$ cat src/design/pab_pkg.sv
// Shared types and constants for the planar array beamformer.
// No dependencies; imported by every module of the block.
`default_nettype none
package pab_pkg;

	// Maximum numbers of array elements along x and y unless overridden.
	localparam int MAX_COLS_DEF = 8;
	localparam int MAX_ROWS_DEF = 8;

	// Sample and accumulator widths.
	localparam int SAMPLE_W = 16;
	localparam int ACC_W    = 40;

	// Configuration port.
	localparam int CFG_INDEX_W = 8;
	localparam int CFG_DATA_W  = 16;
	localparam logic [CFG_INDEX_W-1:0] REG_COLS  = 8'd0;
	localparam logic [CFG_INDEX_W-1:0] REG_ROWS  = 8'd1;
	localparam logic [CFG_INDEX_W-1:0] REG_THETA = 8'd2;
	localparam logic [CFG_INDEX_W-1:0] REG_PHI   = 8'd3;

	// Reset values of the registers.
	localparam logic [3:0]  COLS_RST  = 4'd4;
	localparam logic [3:0]  ROWS_RST  = 4'd4;
	localparam logic [15:0] THETA_RST = 16'h4000;
	localparam logic [15:0] PHI_RST   = 16'h0000;

	// Fixed-point trigonometry constants (Q30 radians and Q15 rounding).
	localparam logic [31:0] HALF_PI_Q30  = 32'd1686629713;
	localparam logic [31:0] Q30_ONE      = 32'h4000_0000;
	localparam logic [15:0] QUARTER_TURN = 16'h4000;
	localparam int          ROUND_Q15    = 16384;

	// Request to and answer from the shared sine unit.
	typedef struct packed {
		logic        start;
		logic [15:0] angle;
	} trig_req_t;

	typedef struct packed {
		logic               done;
		logic signed [15:0] value;
	} trig_rsp_t;

endpackage
`default_nettype wire

$ cat src/design/pab_trig.sv
// Iterative Q1.15 sine of a 16-bit binary angle (Taylor series in Q30).
// Uses one shared 32x32 multiplier, also for the reciprocal divisions by the series
// constants; needs pab_pkg.
`default_nettype none
module pab_trig (
	input  wire                clk,
	input  wire                arst_n,
	input  pab_pkg::trig_req_t req,
	output pab_pkg::trig_rsp_t rsp
);
	import pab_pkg::*;

	typedef enum logic [3:0] {
		T_IDLE, T_MY, T_LY, T_MY2, T_LY2, T_MD, T_LD, T_MT, T_LT, T_MR, T_LR
	} state_t;

	// Reciprocals for the series denominators. Each step divides 72, 42, 20 and 6
	// as a small shift followed by an exact division by 9, 21, 5 and 3.
	localparam logic [31:0] RECIP_9  = 32'd954437177;
	localparam logic [31:0] RECIP_21 = 32'd3272356036;
	localparam logic [31:0] RECIP_5  = 32'd3435973837;
	localparam logic [31:0] RECIP_3  = 32'd2863311531;

	state_t       state_q;
	logic [1:0]   quad_q;
	logic [14:0]  fe_q;
	logic [31:0]  y_q;
	logic [31:0]  y2_q;
	logic [31:0]  t_q;
	logic [31:0]  div_q;
	logic [1:0]   stage_q;
	logic [63:0]  prod_q;
	trig_rsp_t    rsp_q;

	logic [31:0]  mul_a;
	logic [31:0]  mul_b;
	logic [14:0]  fe_in;
	logic [31:0]  div_in;
	logic [31:0]  recip;
	logic [31:0]  quo;
	logic [34:0]  r_sum;
	logic [19:0]  r_mag;
	logic [15:0]  r_cap;

	// Quarter-wave fraction, mirrored in odd quadrants.
	assign fe_in = req.angle[14] ? (15'h4000 - {1'b0, req.angle[13:0]})
	                             : {1'b0, req.angle[13:0]};

	// Pre-shift, reciprocal and quotient position for the current series step.
	always_comb begin
		case (stage_q)
			2'd0: begin
				div_in = {3'd0, div_q[31:3]};
				recip  = RECIP_9;
				quo    = {1'b0, prod_q[63:33]};
			end
			2'd1: begin
				div_in = {1'b0, div_q[31:1]};
				recip  = RECIP_21;
				quo    = {4'd0, prod_q[63:36]};
			end
			2'd2: begin
				div_in = {2'd0, div_q[31:2]};
				recip  = RECIP_5;
				quo    = {2'd0, prod_q[63:34]};
			end
			default: begin
				div_in = {1'b0, div_q[31:1]};
				recip  = RECIP_3;
				quo    = {1'b0, prod_q[63:33]};
			end
		endcase
	end

	// Operand selection for the shared multiplier.
	always_comb begin
		case (state_q)
			T_MY:    begin mul_a = {17'd0, fe_q}; mul_b = HALF_PI_Q30; end
			T_MY2:   begin mul_a = y_q;    mul_b = y_q; end
			T_MD:    begin mul_a = div_in; mul_b = recip; end
			T_MT:    begin mul_a = y2_q;   mul_b = t_q; end
			T_MR:    begin mul_a = y_q;    mul_b = t_q; end
			default: begin mul_a = y_q;    mul_b = y_q; end
		endcase
	end

	always_ff @(posedge clk) begin
		prod_q <= mul_a * mul_b;
	end

	// Final rounding to Q1.15 with the cap at full scale.
	always_comb begin
		r_sum = {1'b0, prod_q[63:30]} + 35'(ROUND_Q15);
		r_mag = r_sum[34:15];
		r_cap = (r_mag > 20'd32767) ? 16'h7FFF : r_mag[15:0];
	end

	// Sequencer of the series evaluation.
	always_ff @(posedge clk or negedge arst_n) begin
		if (!arst_n) begin
			state_q <= T_IDLE;
			quad_q  <= '0;
			fe_q    <= '0;
			y_q     <= '0;
			y2_q    <= '0;
			t_q     <= '0;
			div_q   <= '0;
			stage_q <= '0;
			rsp_q   <= '0;
		end else begin
			rsp_q.done <= 1'b0;
			case (state_q)
				T_IDLE: begin
					if (req.start) begin
						quad_q  <= req.angle[15:14];
						fe_q    <= fe_in;
						state_q <= T_MY;
					end
				end
				T_MY:  state_q <= T_LY;
				T_LY: begin
					y_q     <= prod_q[45:14];
					state_q <= T_MY2;
				end
				T_MY2: state_q <= T_LY2;
				T_LY2: begin
					y2_q    <= prod_q[61:30];
					div_q   <= prod_q[61:30];
					stage_q <= '0;
					state_q <= T_MD;
				end
				T_MD:  state_q <= T_LD;
				T_LD: begin
					t_q     <= Q30_ONE - quo;
					state_q <= (stage_q == 2'd3) ? T_MR : T_MT;
				end
				T_MT:  state_q <= T_LT;
				T_LT: begin
					div_q   <= prod_q[61:30];
					stage_q <= stage_q + 2'd1;
					state_q <= T_MD;
				end
				T_MR:  state_q <= T_LR;
				T_LR: begin
					rsp_q.done  <= 1'b1;
					rsp_q.value <= quad_q[1] ? (~r_cap + 16'd1) : r_cap;
					state_q     <= T_IDLE;
				end
				default: state_q <= T_IDLE;
			endcase
		end
	end

	assign rsp = rsp_q;

endmodule
`default_nettype wire

$ cat config.mk
export PLATFORM = sky130hd
export DESIGN_NAME = pab_trig
export DESIGN_NICKNAME = d
export VERILOG_FILES = /design/src/design/pab_pkg.sv /design/src/design/pab_trig.sv
export SDC_FILE = /design/constraint.sdc
export NUM_CORES = 2
export LEC_CHECK = 0
export BUFFER_PORTS_ARGS = -buffer_cell sky130_fd_sc_hd__buf_2
export CAP_MARGIN = 10
export CELL_PAD_IN_SITES_DETAIL_PLACEMENT = 1
export CELL_PAD_IN_SITES_GLOBAL_PLACEMENT = 1
export CORE_MARGIN = 5
export CORE_UTILIZATION = 46
export DETAILED_ROUTE_END_ITERATION = 7
export PLACE_DENSITY_LB_ADDON = 0.3
export SYNTH_ARGS = -nofsm -noshare
export SYNTH_HDL_FRONTEND = slang
export SYNTH_SLANG_ARGS = --single-unit
$ cat constraint.sdc
create_clock -name clk -period 8.75 [get_ports clk]
set_input_delay 1.75 -clock clk [delete_from_list [all_inputs] [get_ports clk]]
set_output_delay 1.75 -clock clk [all_outputs]
set_load 0.05 [all_outputs]
==> impl_metrics.prom <==
# TYPE chip_impl_metric gauge
chip_impl_info{name="result_of_the_run",value="complete, but fails checks"} 1
chip_impl_info{name="violations",value="setup timing"} 1
chip_impl_metric{name="total_core_area",unit="sq mm"} 0.09347
chip_impl_metric{name="design.portCount",unit=""} 36
chip_impl_metric{name="maximum_number_of_pins_on_one_net_before_global_route_repair",unit=""} 102
chip_impl_metric{name="final_layout_size_suffix_gt1_frac",unit=""} 0.1814
chip_impl_metric{name="die_width",unit="um"} 317.3
chip_impl_metric{name="worst_slew_margin_rel",unit=""} 0.2369
chip_impl_metric{name="post-route-min-period",unit="ps"} 8909
chip_impl_metric{name="vias_per_cell",unit=""} 5.865
chip_impl_info{name="worst_setup_path_end_kind",value="flip-flop"} 1
chip_impl_metric{name="holdBufCountCts",unit=""} 0
chip_impl_metric{name="clkSlewWorstSetupHoldPaths",unit="ps"} 70
chip_impl_metric{name="syn_area",unit="sq mm"} 0.04343
chip_impl_info{name="slowest_stage",value="sky130_fd_sc_hd__fa_1"} 1
chip_impl_metric{name="globalplace.congestion",unit=""} 1.016
chip_impl_metric{name="synth_enable_flop_cells",unit=""} 0
chip_impl_metric{name="grt_first_pass_wirelength",unit="um"} 262700
chip_impl_metric{name="num-fill-cells",unit=""} 10710
chip_impl_metric{name="clock-sinks",unit=""} 216
chip_impl_metric{name="postRouteWirelength",unit="um"} 176900
chip_impl_metric{name="ys_types",unit=""} 88
chip_impl_metric{name="number_of_nets_in_the_layout",unit=""} 6405
chip_impl_metric{name="floorplan.initialDensity",unit=""} 0.4646
chip_impl_info{name="crit_path_capture",value="prod_q[57]"} 1
chip_impl_info{name="yosys-top-cells-area",value="sky130_fd_sc_hd__fa_1 (41%), sky130_fd_sc_hd__dfrtp_1 (9.6%), sky130_fd_sc_hd__inv_1 (7.8%)"} 1
chip_impl_metric{name="antenna_found_initial",unit=""} 7
chip_impl_metric{name="postSynthRegisterBits",unit=""} 216
chip_impl_metric{name="globalRoute.totalOverflow",unit=""} 0
chip_impl_metric{name="crit_path_max_incr_delay",unit="ps"} 540
chip_impl_metric{name="timing.final.max_slew_violations",unit=""} 0
chip_impl_info{name="critPathKind",value="reg2reg"} 1
chip_impl_metric{name="worst-endpoint-arrival",unit="ps"} 9360
chip_impl_metric{name="maxCapViolations",unit=""} 0
chip_impl_metric{name="ctsHtreeMaxLevel",unit=""} 1
chip_impl_info{name="rsz0062_at_grt",value="true"} 1
chip_impl_metric{name="die_area",unit="sq mm"} 0.1007
chip_impl_metric{name="numCtsBuffers",unit=""} 23
chip_impl_info{name="min-delay-start",value="prod_q[16]"} 1
chip_impl_metric{name="grt.total_usage",unit=""} 0.3498
chip_impl_metric{name="finalHoldViolations",unit=""} 0
chip_impl_metric{name="worst-path-buf-inv",unit=""} 12
chip_impl_metric{name="first_iteration_detailed_routing_drc_count",unit=""} 3209
chip_impl_metric{name="buffers_added_on_ports",unit=""} 35
chip_impl_info{name="crit_start",value="state_q[2]"} 1
chip_impl_metric{name="timing.fmax",unit="MHz"} 112.2
chip_impl_metric{name="areaGrowthSynthToFinish",unit="%"} 18.78
chip_impl_metric{name="timing.final.setup_violations",unit=""} 10
chip_impl_info{name="worstReg2RegStart",value="state_q[2]"} 1
chip_impl_metric{name="globalRouteMet1Util",unit=""} 0.4351
chip_impl_metric{name="async_flop_share",unit=""} 0.7685
chip_impl_metric{name="drt.antenna.violating_nets",unit=""} 0
chip_impl_metric{name="synth_top_area_share",unit=""} 0.4126
chip_impl_metric{name="seq_area_frac_synth",unit=""} 0.1187
chip_impl_info{name="cp-start-kind",value="flip-flop"} 1
chip_impl_metric{name="mapped_cells",unit=""} 4874
chip_impl_metric{name="critPathMaxFanout",unit=""} 8
chip_impl_info{name="tritoncts_clock_tree",value="yes"} 1
chip_impl_info{name="kind_of_path_behind_the_tightest_hold_check",value="reg2reg"} 1
chip_impl_metric{name="die_y",unit="um"} 317.3
chip_impl_metric{name="synthesis.nets",unit=""} 6058
chip_impl_metric{name="postLayoutCellArea",unit="sq mm"} 0.05158
chip_impl_info{name="synth_top_area_cell",value="sky130_fd_sc_hd__fa_1"} 1
chip_impl_info{name="critical_path.top_delay_family",value="adder cells"} 1
chip_impl_metric{name="grt_pass1_vias",unit=""} 42390
chip_impl_metric{name="clk-insertion-delay-late",unit="ps"} 540
chip_impl_metric{name="syn_avg_cell_area",unit="sq um"} 8.910
chip_impl_metric{name="use_met2",unit=""} 0.5777
chip_impl_metric{name="drcViolationCount",unit=""} 0
chip_impl_metric{name="cp.required",unit="ps"} 9200
chip_impl_metric{name="rows",unit=""} 112
chip_impl_info{name="crit_path_frequent_cell",value="sky130_fd_sc_hd__fa_1"} 1
chip_impl_metric{name="vias",unit=""} 38090
chip_impl_metric{name="tightest_slew",unit="ps"} 1141
chip_impl_metric{name="fin_crit_sh",unit=""} 1.018
chip_impl_metric{name="timing.reg2reg.setup_slack",unit="ps"} -160
chip_impl_info{name="worstReg2RegEnd",value="prod_q[57]"} 1
chip_impl_metric{name="fin_ws",unit="ps"} -159.4
chip_impl_info{name="globalRoute.busiestLayer",value="met2"} 1
chip_impl_metric{name="drt_pre_antenna_iters",unit=""} 6
chip_impl_metric{name="dp_hpwl",unit="um"} 143500
chip_impl_metric{name="placedInstanceArea",unit="sq mm"} 0.04923
chip_impl_metric{name="cp_num_cells",unit=""} 34
chip_impl_metric{name="ctsLongestPathBuffers",unit=""} 3
chip_impl_metric{name="routed_wire_length_per_instance",unit="um"} 27.25
chip_impl_info{name="ys.flop_type",value="sky130_fd_sc_hd__dfrtp_1"} 1
chip_impl_metric{name="synth-warning-count",unit=""} 0
chip_impl_metric{name="reg2reg_depth",unit=""} 34
chip_impl_metric{name="timing.clock.skew",unit="ps"} 28.66
chip_impl_metric{name="grtUsageMet3",unit=""} 0.05911
chip_impl_info{name="cts_root_buffer",value="sky130_fd_sc_hd__clkbuf_16"} 1
==> stage by stage <==
stage,utilization,hold slack [ps],TNS (ps),cells,setup WS (ps)
2_1_floorplan,-,409.6,-4.551,4874,-4.551
3_3_place_gp,0.5267,443.0,-2230,6393,-230.2
3_5_place_dp,0.5267,453.5,-5498,6393,-403.4
4_1_cts,0.5410,467.1,0,6453,0.8482
5_1_grt,0.5518,480.5,-3945,6491,-371.1
6_report,0.5519,469.9,-903.2,6494,-159.4
==> how the worst min path moves through the flow <==
stage | end | cells after the start
after floorplan | y_q[1] | 2
after global placement | y_q[0] | 1
after detailed placement | y_q[11] | 1
after CTS | y_q[2] | 1
after global routing | y_q[9] | 1
final | y_q[2] | 1
==> layout by cell type (no fill, tap or decap), types with 16 or more instances in the layout <==
cell	count
sky130_fd_sc_hd__nand2_1	699
sky130_fd_sc_hd__inv_1	892
sky130_fd_sc_hd__ha_4	16
sky130_fd_sc_hd__ha_1	252
sky130_fd_sc_hd__mux2i_1	22
sky130_fd_sc_hd__nor2_1	576
sky130_fd_sc_hd__o21ai_1	43
sky130_fd_sc_hd__nand3_1	32
sky130_fd_sc_hd__a221o_1	22
sky130_fd_sc_hd__nand4_1	24
sky130_fd_sc_hd__buf_4	432
sky130_fd_sc_hd__o21ai_0	74
sky130_fd_sc_hd__buf_6	27
sky130_fd_sc_hd__a22oi_1	24
sky130_fd_sc_hd__a21o_1	60
sky130_fd_sc_hd__dfxtp_1	50
sky130_fd_sc_hd__a21oi_2	30
sky130_fd_sc_hd__xnor2_1	54
sky130_fd_sc_hd__clkbuf_16	28
sky130_fd_sc_hd__dfrtp_1	162
sky130_fd_sc_hd__nor3_1	18
sky130_fd_sc_hd__o21a_1	30
sky130_fd_sc_hd__a22o_1	40
sky130_fd_sc_hd__buf_2	34
sky130_fd_sc_hd__xor2_1	54
sky130_fd_sc_hd__a21oi_1	87
sky130_fd_sc_hd__buf_12	92
sky130_fd_sc_hd__fa_1	884
sky130_fd_sc_hd__mux2_2	100
sky130_fd_sc_hd__and2_1	19
==> worst register-to-register path: cells and delay by family (launching register included) <==
| family | cells | cell delay [ps] |
|---|---|---|
| xor gates and xnor gates | 1 | 130 |
| AOI/OAI and AO/OA | 8 | 1940 |
| adders and majority gates | 9 | 4260 |
| DFF | 1 | 450 |
| and+or+nand+nor | 4 | 690 |
| buffers and inverters | 12 | 1360 |
==> state kept, by name, indices dropped and copies added (netlist names) <==
| name | count |
|---|---|
| fe_q | 15 |
| quad_q | 1 |
| stage_q | 2 |
| state_q | 4 |
| div_q | 31 |
| y2_q | 32 |
| t_q | 32 |
| rsp | 17 |
| prod_q | 50 |
| y_q | 32 |
==> repair_timing <==
item / CTS / global route
gates cloned: 0 / 3
buffers inserted: 19 / 37
setup endpoints to repair: 25 / 26
pin swaps: 38 / 61
resized for setup: 105 / 149
==> synth_stat cells, types with 9 or more instances <==
library cell / instances
sky130_fd_sc_hd__or3_1: 10
sky130_fd_sc_hd__o21ai_0: 99
sky130_fd_sc_hd__fa_1: 895
sky130_fd_sc_hd__buf_1: 13
sky130_fd_sc_hd__inv_1: 901
sky130_fd_sc_hd__xnor2_1: 55
sky130_fd_sc_hd__a222oi_1: 13
sky130_fd_sc_hd__nand2_1: 705
sky130_fd_sc_hd__nor2_1: 586
sky130_fd_sc_hd__o31ai_1: 11
sky130_fd_sc_hd__o22ai_1: 9
sky130_fd_sc_hd__mux2_2: 100
sky130_fd_sc_hd__and2_1: 18
sky130_fd_sc_hd__mux2i_1: 22
sky130_fd_sc_hd__a211oi_1: 9
sky130_fd_sc_hd__nand2b_1: 11
sky130_fd_sc_hd__o21ai_1: 37
sky130_fd_sc_hd__clkbuf_1: 240
sky130_fd_sc_hd__dfrtp_1: 166
sky130_fd_sc_hd__a21o_1: 61
sky130_fd_sc_hd__a21oi_1: 119
sky130_fd_sc_hd__a221o_1: 25
sky130_fd_sc_hd__ha_1: 270
sky130_fd_sc_hd__xor2_1: 55
sky130_fd_sc_hd__dfxtp_1: 50
sky130_fd_sc_hd__a221oi_1: 24
sky130_fd_sc_hd__a31oi_1: 12
sky130_fd_sc_hd__and3_1: 15
sky130_fd_sc_hd__o21bai_1: 13
sky130_fd_sc_hd__buf_2: 23
sky130_fd_sc_hd__nor2b_1: 14
sky130_fd_sc_hd__a22o_1: 41
sky130_fd_sc_hd__nand3_1: 37
sky130_fd_sc_hd__o21a_1: 38
sky130_fd_sc_hd__nand4_1: 24
sky130_fd_sc_hd__nor3_1: 20
sky130_fd_sc_hd__a22oi_1: 28
==> layout make-up <==
| type | count | area [sq um] | share of cell area |
|---|---|---|---|
| multi-input cells | 3479 | 34940 | 0.6773 |
| repair buffers | 599 | 5809 | 0.1126 |
| flip-flops and latches | 216 | 5160 | 0.1000 |
| inverters | 902 | 3386 | 0.06564 |
| well taps | 1254 | 1569 | 0.03042 |
| clock buffers | 31 | 646.9 | 0.01254 |
| clock inverters | 10 | 67.56 | 0.001310 |
| diodes | 3 | 7.507 | 0.0001455 |
==> metal layers <==
| layer | up-vias | wire length, um |
|---|---|---|
| met4 | 4 | 14330 |
| met5 | - | 31 |
| li1 | 15770 | - |
| met1 | 19970 | 65100 |
| met3 | 590 | 14460 |
| met2 | 1754 | 83020 |
==> kinds of logic (layout without fill, tap and decap cells) <==
kind of cell             after synthesis  count (layout)  share of synthesized area
AND/OR/NAND/NOR                     1479            1479                     0.1390
buffers and inverters               1179            1542                     0.1027
adder cells (fa/ha/maj)             1165            1165                     0.4904
AO/OA/AOI/OAI                        600             600                    0.09514
flip-flops                           216             216                     0.1187
multiplexers                         125             125                    0.03195
XOR/XNOR                             110             110                    0.02218
other                                  0               3                          0
Power is left out: the tool's default activity adds up to more than one toggle a clock period on the data nets, which glitch-free logic cannot reach.
