<file path="src/design/pab_pkg.sv">
// Shared types and constants for the planar array beamformer.
// No dependencies; imported by every module of the block.
`default_nettype none
package pab_pkg;

	// Maximum numbers of array elements along x and y unless overridden.
	localparam int MAX_COLS_DEF = 8;
	localparam int MAX_ROWS_DEF = 8;

	// Sample and accumulator widths.
	localparam int SAMPLE_W = 16;
	localparam int ACC_W    = 40;

	// Configuration port.
	localparam int CFG_INDEX_W = 8;
	localparam int CFG_DATA_W  = 16;
	localparam logic [CFG_INDEX_W-1:0] REG_COLS  = 8'd0;
	localparam logic [CFG_INDEX_W-1:0] REG_ROWS  = 8'd1;
	localparam logic [CFG_INDEX_W-1:0] REG_THETA = 8'd2;
	localparam logic [CFG_INDEX_W-1:0] REG_PHI   = 8'd3;

	// Reset values of the registers.
	localparam logic [3:0]  COLS_RST  = 4'd4;
	localparam logic [3:0]  ROWS_RST  = 4'd4;
	localparam logic [15:0] THETA_RST = 16'h4000;
	localparam logic [15:0] PHI_RST   = 16'h0000;

	// Fixed-point trigonometry constants (Q30 radians and Q15 rounding).
	localparam logic [31:0] HALF_PI_Q30  = 32'd1686629713;
	localparam logic [31:0] Q30_ONE      = 32'h4000_0000;
	localparam logic [15:0] QUARTER_TURN = 16'h4000;
	localparam int          ROUND_Q15    = 16384;

	// Request to and answer from the shared sine unit.
	typedef struct packed {
		logic        start;
		logic [15:0] angle;
	} trig_req_t;

	typedef struct packed {
		logic               done;
		logic signed [15:0] value;
	} trig_rsp_t;

endpackage
`default_nettype wire

</file>
<file path="src/design/pab_wgen.sv">
// Steering weight generator: walks the array row-major and writes cos/sin weights.
// Drives the shared sine unit pab_trig; needs pab_pkg.
`default_nettype none
module pab_wgen #(
	parameter int MAX_COLS = pab_pkg::MAX_COLS_DEF,
	parameter int MAX_ROWS = pab_pkg::MAX_ROWS_DEF,
	localparam int DEPTH = MAX_COLS * MAX_ROWS,
	localparam int AW    = (DEPTH > 1) ? $clog2(DEPTH) : 1,
	localparam int ECW   = $clog2(MAX_COLS + 1),
	localparam int ERW   = $clog2(MAX_ROWS + 1)
) (
	input  wire                clk,
	input  wire                arst_n,
	input  wire                start,
	input  wire [15:0]         theta,
	input  wire [15:0]         phi,
	input  wire [ECW-1:0]      nc,
	input  wire [ERW-1:0]      nr,
	output pab_pkg::trig_req_t trig_req,
	input  pab_pkg::trig_rsp_t trig_rsp,
	output logic               busy,
	output logic               wr_en,
	output logic [AW-1:0]      wr_addr,
	output logic [31:0]        wr_data
);
	import pab_pkg::*;

	localparam int S_W = 16 + ((ECW > ERW) ? ECW : ERW) + 2;

	typedef enum logic [3:0] {
		B_IDLE, B_CT, B_CP, B_SP, B_S, B_P, B_WR, B_WI
	} state_t;

	state_t                 state_q;
	logic                   issued_q;
	logic signed [15:0]     ct_q;
	logic signed [15:0]     cp_q;
	logic signed [15:0]     sp_q;
	logic [15:0]            wr_q;
	logic signed [S_W-1:0]  s_q;
	logic [31:0]            p_q;
	logic [ECW-1:0]         i_q;
	logic [ERW-1:0]         j_q;
	logic [AW-1:0]          addr_q;
	logic                   wr_en_q;
	logic [AW-1:0]          wr_addr_q;
	logic [31:0]            wr_data_q;

	logic                   trig_state;
	logic signed [S_W-1:0]  iw;
	logic signed [S_W-1:0]  jw;
	logic signed [31:0]     ct32;
	logic signed [31:0]     s32;
	logic [15:0]            ph;

	assign ph = p_q[30:15];
	assign iw = S_W'(signed'({1'b0, i_q}));
	assign jw = S_W'(signed'({1'b0, j_q}));
	assign ct32 = 32'(ct_q);
	assign s32  = 32'(s_q);

	// Angle handed to the sine unit in each phase of the walk.
	always_comb begin
		trig_state = 1'b1;
		case (state_q)
			B_CT:    trig_req.angle = theta + QUARTER_TURN;
			B_CP:    trig_req.angle = phi + QUARTER_TURN;
			B_SP:    trig_req.angle = phi;
			B_WR:    trig_req.angle = ph + QUARTER_TURN;
			B_WI:    trig_req.angle = ph;
			default: begin
				trig_req.angle = ph;
				trig_state     = 1'b0;
			end
		endcase
		trig_req.start = trig_state && !issued_q;
	end

	// Walk over the elements; reset starts a build of the reset configuration.
	always_ff @(posedge clk or negedge arst_n) begin
		if (!arst_n) begin
			state_q   <= B_CT;
			issued_q  <= 1'b0;
			ct_q      <= '0;
			cp_q      <= '0;
			sp_q      <= '0;
			wr_q      <= '0;
			s_q       <= '0;
			p_q       <= '0;
			i_q       <= '0;
			j_q       <= '0;
			addr_q    <= '0;
			wr_en_q   <= 1'b0;
			wr_addr_q <= '0;
			wr_data_q <= '0;
		end else begin
			wr_en_q <= 1'b0;
			if (trig_req.start) begin
				issued_q <= 1'b1;
			end
			if (trig_rsp.done) begin
				issued_q <= 1'b0;
			end
			case (state_q)
				B_IDLE: begin
					if (start) begin
						state_q <= B_CT;
					end
				end
				B_CT: begin
					if (trig_rsp.done) begin
						ct_q    <= trig_rsp.value;
						state_q <= B_CP;
					end
				end
				B_CP: begin
					if (trig_rsp.done) begin
						cp_q    <= trig_rsp.value;
						state_q <= B_SP;
					end
				end
				B_SP: begin
					if (trig_rsp.done) begin
						sp_q    <= trig_rsp.value;
						i_q     <= '0;
						j_q     <= '0;
						addr_q  <= '0;
						state_q <= B_S;
					end
				end
				B_S: begin
					s_q     <= iw * S_W'(cp_q) + jw * S_W'(sp_q);
					state_q <= B_P;
				end
				B_P: begin
					p_q     <= ct32 * s32 + 32'(ROUND_Q15);
					state_q <= B_WR;
				end
				B_WR: begin
					if (trig_rsp.done) begin
						wr_q    <= trig_rsp.value;
						state_q <= B_WI;
					end
				end
				B_WI: begin
					if (trig_rsp.done) begin
						wr_en_q   <= 1'b1;
						wr_addr_q <= addr_q;
						wr_data_q <= {trig_rsp.value, wr_q};
						addr_q    <= addr_q + 1'b1;
						if (j_q == nr - 1'b1) begin
							j_q <= '0;
							if (i_q == nc - 1'b1) begin
								state_q <= B_IDLE;
							end else begin
								i_q     <= i_q + 1'b1;
								state_q <= B_S;
							end
						end else begin
							j_q     <= j_q + 1'b1;
							state_q <= B_S;
						end
					end
				end
				default: state_q <= B_IDLE;
			endcase
		end
	end

	assign busy    = (state_q != B_IDLE) || wr_en_q;
	assign wr_en   = wr_en_q;
	assign wr_addr = wr_addr_q;
	assign wr_data = wr_data_q;

endmodule
`default_nettype wire

</file>
<file path="config.mk">
export PLATFORM = sky130hd
export DESIGN_NAME = pab_wgen
export DESIGN_NICKNAME = d
export VERILOG_FILES = /design/src/design/pab_pkg.sv /design/src/design/pab_wgen.sv
export SDC_FILE = /design/constraint.sdc
export NUM_CORES = 1
export LEC_CHECK = 0
export BUFFER_PORTS_ARGS = -buffer_cell sky130_fd_sc_hd__buf_2
export CORE_MARGIN = 3
export CORE_UTILIZATION = 60
export CTS_BUF_LIST = sky130_fd_sc_hd__clkbuf_16
export CTS_CLUSTER_SIZE = 24
export DETAILED_ROUTE_END_ITERATION = 8
export PLACE_DENSITY = 0.78
export SLEW_MARGIN = 5
export SYNTH_ARGS = -nofsm -noshare
export SYNTH_HDL_FRONTEND = slang
export SYNTH_SLANG_ARGS = --single-unit
</file>
<file path="constraint.sdc">
create_clock -name clk -period 7.2 [get_ports clk]
set_input_delay 0.72 -clock clk [delete_from_list [all_inputs] [get_ports clk]]
set_output_delay 0.72 -clock clk [all_outputs]
set_load 0.02 [all_outputs]
</file>
==> results of run 1 <==
cells in the final DEF (no fill, tap or decap), types with 3 or more instances in the layout:
| cell | n |
|---|---|
| sky130_fd_sc_hd__nand3_1 | 13 |
| sky130_fd_sc_hd__a21oi_1 | 49 |
| sky130_fd_sc_hd__a21o_1 | 15 |
| sky130_fd_sc_hd__nor2_1 | 42 |
| sky130_fd_sc_hd__nor3_1 | 15 |
| sky130_fd_sc_hd__nand4_1 | 7 |
| sky130_fd_sc_hd__inv_1 | 470 |
| sky130_fd_sc_hd__nand2_1 | 276 |
| sky130_fd_sc_hd__dfrtp_1 | 158 |
| sky130_fd_sc_hd__xnor2_1 | 54 |
| sky130_fd_sc_hd__o211ai_1 | 3 |
| sky130_fd_sc_hd__xor2_1 | 26 |
| sky130_fd_sc_hd__a31oi_1 | 6 |
| sky130_fd_sc_hd__a22oi_1 | 14 |
| sky130_fd_sc_hd__o21bai_1 | 4 |
| sky130_fd_sc_hd__nand2b_1 | 5 |
| sky130_fd_sc_hd__nor2b_1 | 17 |
| sky130_fd_sc_hd__mux2_2 | 104 |
| sky130_fd_sc_hd__buf_4 | 25 |
| sky130_fd_sc_hd__mux2i_1 | 3 |
| sky130_fd_sc_hd__ha_1 | 150 |
| sky130_fd_sc_hd__or2_2 | 3 |
| sky130_fd_sc_hd__or3_1 | 3 |
| sky130_fd_sc_hd__fa_1 | 385 |
| sky130_fd_sc_hd__clkbuf_16 | 17 |
| sky130_fd_sc_hd__o21ai_0 | 60 |
| sky130_fd_sc_hd__o31ai_1 | 6 |
| sky130_fd_sc_hd__and3_1 | 5 |
| sky130_fd_sc_hd__inv_6 | 3 |
| sky130_fd_sc_hd__o22ai_1 | 4 |
| sky130_fd_sc_hd__inv_8 | 4 |
| sky130_fd_sc_hd__buf_2 | 115 |
| sky130_fd_sc_hd__bufinv_16 | 3 |
| sky130_fd_sc_hd__and2_1 | 230 |
final cells by class:
type | instances | area (µm²) | share of cell area (%)
Multi-Input combinational cell | 1528 | 15700 | 67.0
Sequential cell | 159 | 3980 | 17.0
Inverter | 470 | 1760 | 7.53
Timing Repair Buffer | 141 | 774 | 3.31
Tap cell | 461 | 577 | 2.46
Clock buffer | 17 | 425 | 1.82
Clock inverter | 14 | 199 | 0.849
worst max-delay path: stages, from the launching register on:
cell,delay [ns]
sky130_fd_sc_hd__dfrtp_1,0.84
sky130_fd_sc_hd__nand2_1,0.16
sky130_fd_sc_hd__fa_1,0.49
sky130_fd_sc_hd__fa_1,0.53
sky130_fd_sc_hd__fa_1,0.52
sky130_fd_sc_hd__inv_1,0.06
sky130_fd_sc_hd__fa_1,0.49
sky130_fd_sc_hd__fa_1,0.49
sky130_fd_sc_hd__inv_1,0.05
sky130_fd_sc_hd__fa_1,0.50
sky130_fd_sc_hd__inv_1,0.06
sky130_fd_sc_hd__ha_1,0.28
sky130_fd_sc_hd__nor3_1,0.21
sky130_fd_sc_hd__nor2_1,0.09
sky130_fd_sc_hd__a31oi_1,0.18
sky130_fd_sc_hd__a31oi_1,0.25
sky130_fd_sc_hd__or2_1,0.40
sky130_fd_sc_hd__a211oi_4,0.34
sky130_fd_sc_hd__nor3_2,0.10
sky130_fd_sc_hd__or4_1,0.50
sky130_fd_sc_hd__a31oi_1,0.18
worst max path at each step:
stage,end,slack (ns),depth (start not counted)
floorplan,p_q[30],1.06,24
global placement,p_q[30],0.61,20
detailed placement,p_q[30],0.42,20
CTS,p_q[30],0.42,20
global route,p_q[30],0.07,20
finish,p_q[30],0.42,20
stage by stage:
stage | cell area [µm²] | setup slack [ns] | utilization, %
global placement | 22800 | 0.615 | 63.8
finish | 23400 | 0.423 | 65.5
floorplan | 21800 | 1.06 | -
detailed placement | 22800 | 0.423 | 63.8
global route | 23400 | 0.0748 | 65.5
CTS | 23400 | 0.415 | 65.5
flip-flops by register name (all words and copies together), names as in the netlist, 4 cells and up:
name,count
wr_data,32
s_q,22
cp_q,16
ct_q,16
p_q,16
sp_q,16
wr_q,16
addr_q,6
wr_addr,6
i_q,4
j_q,4
cell families after synthesis:
family | count (synthesis) | share of synthesized area (%)
mux | 107 | 5.51
simple gates | 626 | 14.2
xor+xnor | 80 | 3.21
buf+inv | 569 | 9.83
flops | 159 | 18.2
compound gates | 180 | 5.05
fa+ha+maj | 535 | 43.9
power breakdown:
part / leakage (nW) / switching, mW / total, mW / internal, mW
clock network: 0.305 / 0.435 / 0.994 / 0.559
registers: 2.01 / 0.448 / 1.64 / 1.19
logic: 9.44 / 2.08 / 3.66 / 1.58
total: 11.8 / 2.97 / 6.29 / 3.32
metal layers:
layer	vias to the layer above	wire (µm)	part of all wire, %	track usage, %
met1	7868	19900	40	35.0
met3	111	2580	5.2	3.52
li1	6943	-	-	-
met4	0	1750	3.5	10.7
met2	491	25100	51	47.2
met5	-	0	0	0
==> flow_metrics.py, run 1 <==
metrics = {
    "run_status": {
        "status": "finished clean",
    },
    "die": {
        "design.core.area_um2": 35700,
        "initial_core_util_pct": 61.0,
        "number_of_standard_cell_rows_in_the_floorplan": 69,
        "num_io_pins": 117,
        "die_h_um": 197,
        "floorplan.die.width_um": 197,
        "dieArea_um2": 38700,
    },
    "critical_path": {
        "cp-startpoint": "ct_q[3]",
        "r2r_endpoint": "p_q[30]",
        "ff2ff_path_depth": 20,
        "cp-end-kind": "flop",
        "criticalPathCategory": "flop to flop",
        "worstPathRequired_ns": 7.58,
        "critical_path.startpoint_type": "flop",
        "r2r_start": "ct_q[3]",
        "crit_fanout": 23,
        "crit_arrival_ns": 7.16,
        "timing.reg2reg.setup_slack_ns": 0.42,
    },
    "placed_design": {
        "place_hpwl_um": 39700,
        "gp_congestion": 0.910,
        "number_of_placed_instances_taps_included": 2759,
        "port_buffer_cells": 116,
    },
    "sta": {
        "fmaxAchievable_ghz": 0.148,
        "clock_period_minus_worst_slack_ns": 6.78,
        "max_slew.worst_pin.slew_ns": 1.17,
        "timing.final.hold_violations": 0,
        "worst_hold_slack_ns": 0.326,
        "setup_tns_ns": 0,
        "relSlewSlack_pct": 21.8,
        "final-max-slew-violation-count": 0,
        "min_period_over_period_pct": 94.1,
        "rsz0062_at_grt": "no",
        "setup-violations-final": 0,
        "final.setup_skew_ns": 0.0107,
    },
    "clock_network": {
        "cts_resized": 0,
        "post_cts_setup_buffer_count": 0,
        "largest_buffer_count_on_any_clock_path": 2,
        "clock_insertion_delay_worst_skew_ns": 0.46,
        "hold_buf_count_cts": 0,
        "worst_setup_hold_path_clk_slew_ns": 0.07,
        "htree_num_levels": 4,
        "cts.sink_count": 159,
        "clock_tree_from_tritoncts": "built",
        "cts_buffers": 17,
        "cts_root_buf": "sky130_fd_sc_hd__clkbuf_16",
    },
    "final_layout": {
        "antenna_cells_inserted": 0,
        "proportion_of_layout_cells_with_a_drive_suffix_above_1_pct": 12.5,
        "layout.cells.non_filler": 2790,
        "synthToLayoutAreaGrowth_pct": 7.37,
        "fill_cells": 2878,
        "final_nets": 2912,
    },
    "synthesis": {
        "synth_sequential_area_ratio_pct": 18.2,
        "netlist_instances": 2256,
        "async_reset_ff_share_pct": 100,
        "post_synth_num_cell_types": 55,
        "synth_edf_count": 0,
        "synth.ff_latch_count": 159,
        "synth.top_cells.by_area": "sky130_fd_sc_hd__fa_1, sky130_fd_sc_hd__dfrtp_1, sky130_fd_sc_hd__ha_1",
        "post_synth_instance_area_um2": 21800,
        "ys.flop_type": "sky130_fd_sc_hd__dfrtp_1",
        "synth_largest_area_cell": "sky130_fd_sc_hd__fa_1",
        "synth.net_count": 2851,
        "synth.top_cell.area_share_pct": 35.3,
        "post-synth-top-count-cell": "sky130_fd_sc_hd__inv_1",
        "synth.top_cells.by_count": "sky130_fd_sc_hd__inv_1, sky130_fd_sc_hd__fa_1, sky130_fd_sc_hd__nand2_1, sky130_fd_sc_hd__and2_1, sky130_fd_sc_hd__dfrtp_1",
        "synth.yosys.warnings": 0,
        "avgSynthCellArea_um2": 9.67,
    },
    "pwr": {
        "power.static_leakage_nw": 11.8,
        "vdd.ir_drop.worst_uv": 201,
        "power-per-cell-area_nw_per_um2": 269,
        "pwr_total_mw": 6.29,
    },
    "grt": {
        "track_usage_pct": 27.2,
        "via_count_of_the_first_global_routing_pass": 17089,
        "grt_antenna_before_repair": 1,
        "globalRoute.totalOverflow": 0,
        "grt_first_pass_wirelength_um": 83900,
        "grt_max_degree": 95,
    },
    "drt": {
        "routedWlPerCell_um": 17.7,
        "drt.antenna.violating_nets": 0,
        "viasPerCell": 5.52,
        "routed_wl_um": 49400,
        "num_vias": 15413,
        "initialDrtViolationCount": 882,
        "drt_drc_violations_left": 0,
        "drt_pre_antenna_iters": 5,
    },
    "min_path": {
        "min_path_type": "input port to async pin",
    },
    "flow_run": {
        "max_cap_viol_count": 0,
    },
}
(Power assumes the default switching activity.)
==> inputs of run 2 (changes only) <==
==> constraint.sdc (replaced) <==
create_clock -name clk -period 8.2 [get_ports clk]
set_input_delay 0.82 -clock clk [delete_from_list [all_inputs] [get_ports clk]]
set_output_delay 0.82 -clock clk [all_outputs]
set_load 0.005 [all_outputs]
==> run 2 against run 1 <==
Compared with the run above:
- critical path depth stayed put
- global-route usage is 0.23 points lower
- via count is 0.60% lower
- sequential power is 9.8% lower
- critical path type unchanged
- highest routed layer unchanged
==> flow_metrics.py, run 2 (synthesis gave the netlist of run 1 again) <==
metrics = {
    "run_status": {
        "status": "finished clean",
    },
    "placed_design": {
        "place_hpwl_um": 38500,
        "gp_congestion": 0.907,
        "place_worst_setup_slack_ns": 1.29,
        "number_of_placed_instances_taps_included": 2742,
        "placed_area_um2": 22700,
        "port_buffer_cells": 116,
    },
    "critical_path": {
        "crit_arrival_ns": 7.36,
        "critical_path.startpoint_type": "flop",
        "cp-end-kind": "flop",
        "criticalPathCategory": "flop to flop",
        "worstPathRequired_ns": 8.56,
        "ff2ff_path_depth": 20,
        "crit_fanout": 23,
    },
    "min_path": {
        "min_path_type": "input port to async pin",
    },
    "sta": {
        "final-max-slew-violation-count": 0,
        "setup_tns_ns": 0,
        "fmaxAchievable_ghz": 0.143,
        "final.setup_skew_ns": 0.0127,
        "relSlewSlack_pct": 23.4,
        "min_period_over_period_pct": 85.3,
        "worst_hold_slack_ns": 0.451,
        "setup-violations-final": 0,
        "final_critical_path_setup_slack_ns": 1.21,
        "timing.final.hold_violations": 0,
        "clock_period_minus_worst_slack_ns": 6.99,
        "max_slew.worst_pin.slew_ns": 1.15,
        "rsz0062_at_grt": "no",
    },
    "die": {
        "die_h_um": 197,
        "floorplan.die.width_um": 197,
        "num_io_pins": 117,
        "design.core.area_um2": 35700,
        "number_of_standard_cell_rows_in_the_floorplan": 69,
        "initial_core_util_pct": 61.0,
        "dieArea_um2": 38700,
    },
    "clock_network": {
        "post_cts_setup_buffer_count": 0,
        "worst_setup_hold_path_clk_slew_ns": 0.07,
        "cts_resized": 0,
        "cts_root_buf": "sky130_fd_sc_hd__clkbuf_16",
        "clock_tree_from_tritoncts": "built",
        "largest_buffer_count_on_any_clock_path": 2,
        "htree_num_levels": 4,
        "clock_insertion_delay_worst_skew_ns": 0.45,
        "cts_buffers": 17,
        "cts.sink_count": 159,
        "hold_buf_count_cts": 0,
    },
    "pwr": {
        "pwr_total_mw": 5.24,
        "vdd.ir_drop.worst_uv": 189,
        "power-per-cell-area_nw_per_um2": 226,
        "power.static_leakage_nw": 11.6,
    },
    "drt": {
        "num_vias": 15320,
        "viasPerCell": 5.52,
        "drt_pre_antenna_iters": 7,
        "routedWlPerCell_um": 17.5,
        "initialDrtViolationCount": 1067,
        "routed_wl_um": 48600,
        "drt_drc_violations_left": 0,
        "drt.antenna.violating_nets": 0,
    },
    "grt": {
        "grt_max_degree": 91,
        "globalRoute.totalOverflow": 0,
        "grt_first_pass_wirelength_um": 83200,
        "track_usage_pct": 27.0,
        "grt_antenna_before_repair": 0,
        "via_count_of_the_first_global_routing_pass": 16928,
    },
    "final_layout": {
        "fill_cells": 2868,
        "proportion_of_layout_cells_with_a_drive_suffix_above_1_pct": 11.9,
        "largest_reg_flops": 32,
        "layout.cells.non_filler": 2773,
        "layout.cells.most_common": "sky130_fd_sc_hd__inv_1",
        "synthToLayoutAreaGrowth_pct": 6.56,
        "postLayoutCellArea_um2": 23200,
        "antenna_cells_inserted": 0,
        "layout_common_cells": "sky130_fd_sc_hd__inv_1, sky130_fd_sc_hd__fa_1, sky130_fd_sc_hd__nand2_1",
        "final_core_area_utilization_pct": 65.0,
        "final_nets": 2895,
    },
    "flow_run": {
        "max_cap_viol_count": 0,
    },
}
-- run 2: cell types whose count changed in the layout (fill, tap and decap cells not counted), sizes merged --
cell    change
buf        -17
bufinv      -2
clkinv      +2
-- run 2: routing by layer --
metal	track usage (%)	part of all wire, %	up-vias
li1	-	-	6914
met1	35.3	41	7829
met2	46.2	50	466
met3	3.49	5.2	111
met4	10.6	3.8	0
met5	0	0	-
-- run 2: final cells by class --
type,instances,area (µm²),area share [%]
Clock buffer,17,425,1.83
Timing Repair Buffer,124,647,2.78
Sequential cell,159,3980,17.1
Clock inverter,14,150,0.646
Tap cell,461,577,2.48
Inverter,470,1760,7.59
Multi-Input combinational cell,1528,15700,67.6
-- run 2: worst paths after layout --
check	end	slack, ns	startpoint
max in group asynchronous	wr_data[21]	6.31	arst_n
worst min-delay path	wr_addr[0]	0.45	arst_n
worst max register to register	p_q[30]	1.21	ct_q[2]
worst max-delay path	p_q[30]	1.21	ct_q[2]
worst min register to register	wr_addr[4]	0.50	wr_addr[4]
min in group clk	wr_addr[4]	0.50	wr_addr[4]
-- run 2: worst max-delay path: stages (launching register included) --
cell                       delay [ns]
sky130_fd_sc_hd__dfrtp_1         0.91
sky130_fd_sc_hd__nand2_1         0.20
sky130_fd_sc_hd__fa_1            0.55
sky130_fd_sc_hd__fa_1            0.51
sky130_fd_sc_hd__fa_1            0.52
sky130_fd_sc_hd__inv_1           0.06
sky130_fd_sc_hd__fa_1            0.49
sky130_fd_sc_hd__fa_1            0.50
sky130_fd_sc_hd__inv_1           0.05
sky130_fd_sc_hd__fa_1            0.47
sky130_fd_sc_hd__inv_1           0.05
sky130_fd_sc_hd__ha_1            0.30
sky130_fd_sc_hd__o211ai_1        0.21
sky130_fd_sc_hd__nor2_1          0.09
sky130_fd_sc_hd__a31oi_1         0.18
sky130_fd_sc_hd__a31oi_1         0.23
sky130_fd_sc_hd__or2_1           0.39
sky130_fd_sc_hd__a211oi_4        0.37
sky130_fd_sc_hd__nor3_2          0.10
sky130_fd_sc_hd__or4_1           0.53
sky130_fd_sc_hd__a31oi_1         0.20
-- run 2: report_power, final --
part	leakage, nW	total (mW)	switching (mW)	internal [mW]
Combinational	9.35	2.98	1.61	1.36
Sequential	2.01	1.48	0.433	1.04
Clock	0.283	0.792	0.364	0.428
Total	11.6	5.24	2.41	2.83
